$ cat src/rtl/qrv_pkg.sv
// Package: shared constants, the arctangent step table and the job record for the converter.
`timescale 1ns / 1ps
`default_nettype none
package qrv_pkg;

    localparam int LANES        = 3;
    localparam int SQRT_STEPS   = 31;
    localparam int CORDIC_STEPS = 31;
    localparam int GUARD_BITS   = 16;
    localparam int CW           = 50;
    localparam int ZW           = 35;
    localparam int DIV_STEPS    = 32;
    localparam int QUEUE_DEPTH  = 2;

    localparam logic [30:0] ONE_Q30     = 31'h4000_0000;
    localparam logic [61:0] ONE_SQ_Q60  = 62'h1000_0000_0000_0000;
    localparam logic [32:0] PI_Q30      = 33'd3373259426;
    localparam logic [32:0] HALF_PI_Q30 = 33'd1686629713;
    localparam logic [31:0] ROT_MAX     = 32'd1686629713;
    localparam logic [15:0] THRESH_RST  = 16'd268;

    typedef struct packed {
        logic [32:0]            theta;
        logic [30:0]            s;
        logic [LANES-1:0][31:0] comp;
        logic                   small_ang;
        logic                   degen;
    } t_job;

    // atan(2^-i) in units of 2^-30 rad; exact power of two from step 11 on
    function automatic logic [ZW-1:0] atan_step(input int idx);
        logic [ZW-1:0] v;
        case (idx)
            0:       v = ZW'(843314857);
            1:       v = ZW'(497837829);
            2:       v = ZW'(263043837);
            3:       v = ZW'(133525159);
            4:       v = ZW'(67021687);
            5:       v = ZW'(33543516);
            6:       v = ZW'(16775851);
            7:       v = ZW'(8388437);
            8:       v = ZW'(4194283);
            9:       v = ZW'(2097149);
            10:      v = ZW'(1048576);
            default: v = ZW'(64'd1 << (30 - idx));
        endcase
        return v;
    endfunction

endpackage
`default_nettype wire

$ cat src/rtl/qrv_queue.sv
// Short job queue between the front end and the scaling back end.
`timescale 1ns / 1ps
`default_nettype none
module qrv_queue (
    input  wire logic     i_clk,
    input  wire logic     i_rst_n,
    input  wire logic     i_push,
    input  qrv_pkg::t_job i_job,
    input  wire logic     i_pop,
    output logic          o_valid,
    output logic          o_full,
    output qrv_pkg::t_job o_job
);
    import qrv_pkg::*;

    t_job       r_mem [0:QUEUE_DEPTH-1];
    logic       r_wp, r_rp;
    logic [1:0] r_cnt;
    logic       do_pop, do_push;

    assign do_pop  = i_pop && (r_cnt != 2'd0);
    assign do_push = i_push && ((r_cnt != 2'(QUEUE_DEPTH)) || do_pop);

    always_ff @(posedge i_clk) begin
        if (!i_rst_n) begin
            r_wp  <= 1'b0;
            r_rp  <= 1'b0;
            r_cnt <= 2'd0;
        end else begin
            if (do_push) begin
                r_wp <= ~r_wp;
            end
            if (do_pop) begin
                r_rp <= ~r_rp;
            end
            r_cnt <= r_cnt + 2'(do_push) - 2'(do_pop);
        end
    end

    always_ff @(posedge i_clk) begin
        if (do_push) begin
            r_mem[r_wp] <= i_job;
        end
    end

    assign o_valid = (r_cnt != 2'd0);
    assign o_full  = (r_cnt == 2'(QUEUE_DEPTH));
    assign o_job   = r_mem[r_rp];

endmodule
`default_nettype wire

$ cat config.mk
export PLATFORM = sky130hd
export DESIGN_NAME = qrv_queue
export DESIGN_NICKNAME = d
export VERILOG_FILES = /design/src/rtl/qrv_pkg.sv /design/src/rtl/qrv_queue.sv
export SDC_FILE = /design/constraint.sdc
export NUM_CORES = 1
export LEC_CHECK = 0
export BUFFER_PORTS_ARGS = -buffer_cell sky130_fd_sc_hd__buf_2
export CORE_MARGIN = 2
export CORE_UTILIZATION = 52
export DETAILED_ROUTE_END_ITERATION = 7
export PLACE_DENSITY = 0.79
export SLEW_MARGIN = 20
export SYNTH_ARGS = -nofsm -noshare
export SYNTH_HDL_FRONTEND = slang
export SYNTH_SLANG_ARGS = --single-unit
$ cat constraint.sdc
create_clock -name i_clk -period 10.6 [get_ports i_clk]
set_clock_uncertainty 0.15 [all_clocks]
set_input_delay 0.53 -clock i_clk [delete_from_list [all_inputs] [get_ports i_clk]]
set_output_delay 0.53 -clock i_clk [all_outputs]
set_load 0.02 [all_outputs]
==> impl_results.md <==
* # hold bufs at CTS at 0
* Asr flop ratio synth at 0
* Iter 0 DRT Violations at 327
* Slowest CP cell: buf_4
* Pin count of the biggest net entering global routing at 80
* Worst-Margin Slew at 1050 ps
* Mean post-synth cell area at 22.9 µm²
* Worst endpoint required time at 9920 ps
* Max cap viols at 0
* Clock net sink count at 329
* Fin Hold WS at 68.7 ps
* Top Ports at 330
* Worst relative slew slack at 0.301
* Area Overhead vs Synth at 25.6%
* CORE AREA at 0.0233 mm²
* Max Transition Viols Final at 0
* Post-synth top area share at 0.793
* Max VDD drop at 0.209 mV
* Die ar. at 0.0248 mm²
* CTS resizes at 0
* Vias/cell at 5.02
* Row cnt at 56
* Layout cells sized above 1 at 0.604
* Ys Warns at 0
* DP Wirelength at 15,700 µm
* Yosys top cell by area: edfxtp_1
* Placer congestion estimate at 0.752
* Status: finished clean
* Worst-path clk slew at 60 ps
* DRT antenna net count at 0
* Area contributors post-synth: edfxtp_1 79%, mux2_4 9.8%, mux2_2 7.5%, buf_6 0.92%, dfxtp_1 0.82%
* Total grt overflow at 0
* Longest Clk Path Bufs at 3
* Top FF cell, synth: edfxtp_1
* EDFF count, synth at 324
* Die X at 158 µm
* Syn Nets at 703
* Multi-input gate area at 0.00229 mm²
* Total of fill cells in the finished design at 1,587
* Setup crit start kind: register
* Via Count at 6,200
* Root Buffer Master: clkbuf_16
* Avg WL per Cell at 19.1 µm
* Synth unique cells at 20
* Worst path bufs/invs at 2
* Crit Path Category: reg -> out
* Final design utilization at 0.660
* Fin crit share at 0.342
* Post-Syn Area at 0.0123 mm²
* CTS HTree Levels at 2
* Power per Cell Area at 230 mW/mm²
* Reg area at 0.00983 mm²
* CP Cell Sequence: buf_4 -> mux2_2 -> buf_2
* Largest fanout on the critical path at 68
* Port bufs at 329
* WL final at 23,600 µm
* Max incr delay on CP at 880 ps
* First-pass GRT wire length at 33,400 µm
* CP Capture Type: output pin
* DRC at 0
* Mapped Cells at 536
* Setup total negative slack at 0 ps
* Seq/Total Area, Yosys at 0.801
* RSZ-0062 raised after global routing: false
* Critical path arrival at 2940 ps
* Post-layout min period at 3620 ps
* Die height at 158 µm
* Antenna violations before repair at 6
* TritonCTS Buffers at 34
* Max Clk Rate at 0.276 GHz
* Vias in the first global route at 6,308
* Nets at 1,056
* Synth Register Bits at 329
* Total track usage at 0.179
* Clock Latency Late Sink at 490 ps
* Setup bufs post-CTS at 0
* First-pass detailed-route iteration total at 4
* Hold Crit Class: in -> reg
* Initial core utilization at 0.526
* CP top delay family: buffers and inverters
* Setup violators final at 0
* Fin. Hold Viols at 0
* CTS tree: built
* Static leakage at 5.93 nW
==> path summary, 6_finish.rpt <==
kind	endpoint	cells after the start	slack [ps]	startpoint
setup / recovery	o_job[1]	3	6980	register
hold / removal	r_mem[1][74]$_DFFE_PP_	1	70	i_job[74]
hold reg to reg	r_wp$_SDFFE_PN0P_	2	370	r_wp$_SDFFE_PN0P_
setup reg to reg	r_mem[1][0]$_DFFE_PP_	4	7800	r_cnt[0]$_SDFF_PN0_
==> logic make-up (layout without fill, tap and decap cells) <==
kind of cell | count (synthesis) | count (layout) | synth area share
flops | 329 | 329 | 0.801
mux | 164 | 164 | 0.175
buf+inv | 20 | 396 | 0.0131
simple gates | 16 | 16 | 0.00683
compound gates | 4 | 4 | 0.00163
xor+xnor | 2 | 2 | 0.00143
fa+ha+maj | 1 | 1 | 0.00102
other cells | 0 | 5 | 0
==> cells in the mapped netlist (2+ instances only) <==
master	number
nand2b_1	3
nor2_1	3
buf_6	10
nand2_1	5
and2_1	3
mux2_4	80
mux2i_1	2
a21oi_1	2
inv_1	2
buf_2	8
edfxtp_1	324
mux2_2	82
dfxtp_1	5
==> state kept, by name, indices dropped and copies added, names as in the netlist, named ones only <==
register and flops:
r_wp 1, r_rp 1, r_cnt 2, r_mem 324
==> through the flow <==
step / total power, mW / std cells / instance area [µm²] / setup slack, ps
3_3_place_gp: 2.34 / 1172 / 14200 / 7500
5_1_grt: 3.66 / 1234 / 15400 / 6820
2_1_floorplan: 2.16 / 536 / 12300 / 2400
6_report: 3.54 / 1236 / 15400 / 6980
4_1_cts: 3.58 / 1231 / 15400 / 6920
3_5_place_dp: 2.35 / 1172 / 14200 / 7450
==> cell type report <==
class	instances	area share
well taps	319	0.0259
repair buffers	335	0.110
clock inverters	16	0.0135
flip-flops and latches	329	0.638
diodes	5	0.000812
multi-input cells	187	0.149
inverters	2	0.000487
clock buffers	43	0.0622
==> routing by layer <==
| metal | global-route usage | share of wire | vias up |
|---|---|---|---|
| met5 | 0 | 0.0010 | - |
| met4 | 0.0697 | 0.028 | 4 |
| met3 | 0.0627 | 0.091 | 48 |
| met2 | 0.316 | 0.51 | 278 |
| met1 | 0.199 | 0.37 | 3026 |
| li1 | - | - | 2844 |
==> layout by cell type (no fill, tap or decap), types with 3 or more instances in the layout <==
master / count
edfxtp_1: 324
dfxtp_1: 4
mux2_2: 82
buf_2: 329
bufinv_16: 5
mux2_4: 80
diode_2: 5
clkbuf_16: 37
and2_1: 3
nand2b_1: 3
clkinv_1: 4
clkinv_2: 5
buf_4: 6
clkbuf_1: 5
nand2_1: 5
==> power breakdown <==
group	switching [mW]	total (mW)	internal [mW]
registers	0.0507	1.60	1.55
logic	0.401	0.714	0.313
clock network	0.459	1.22	0.762
Note: power is estimated with default switching activity, not from simulation.
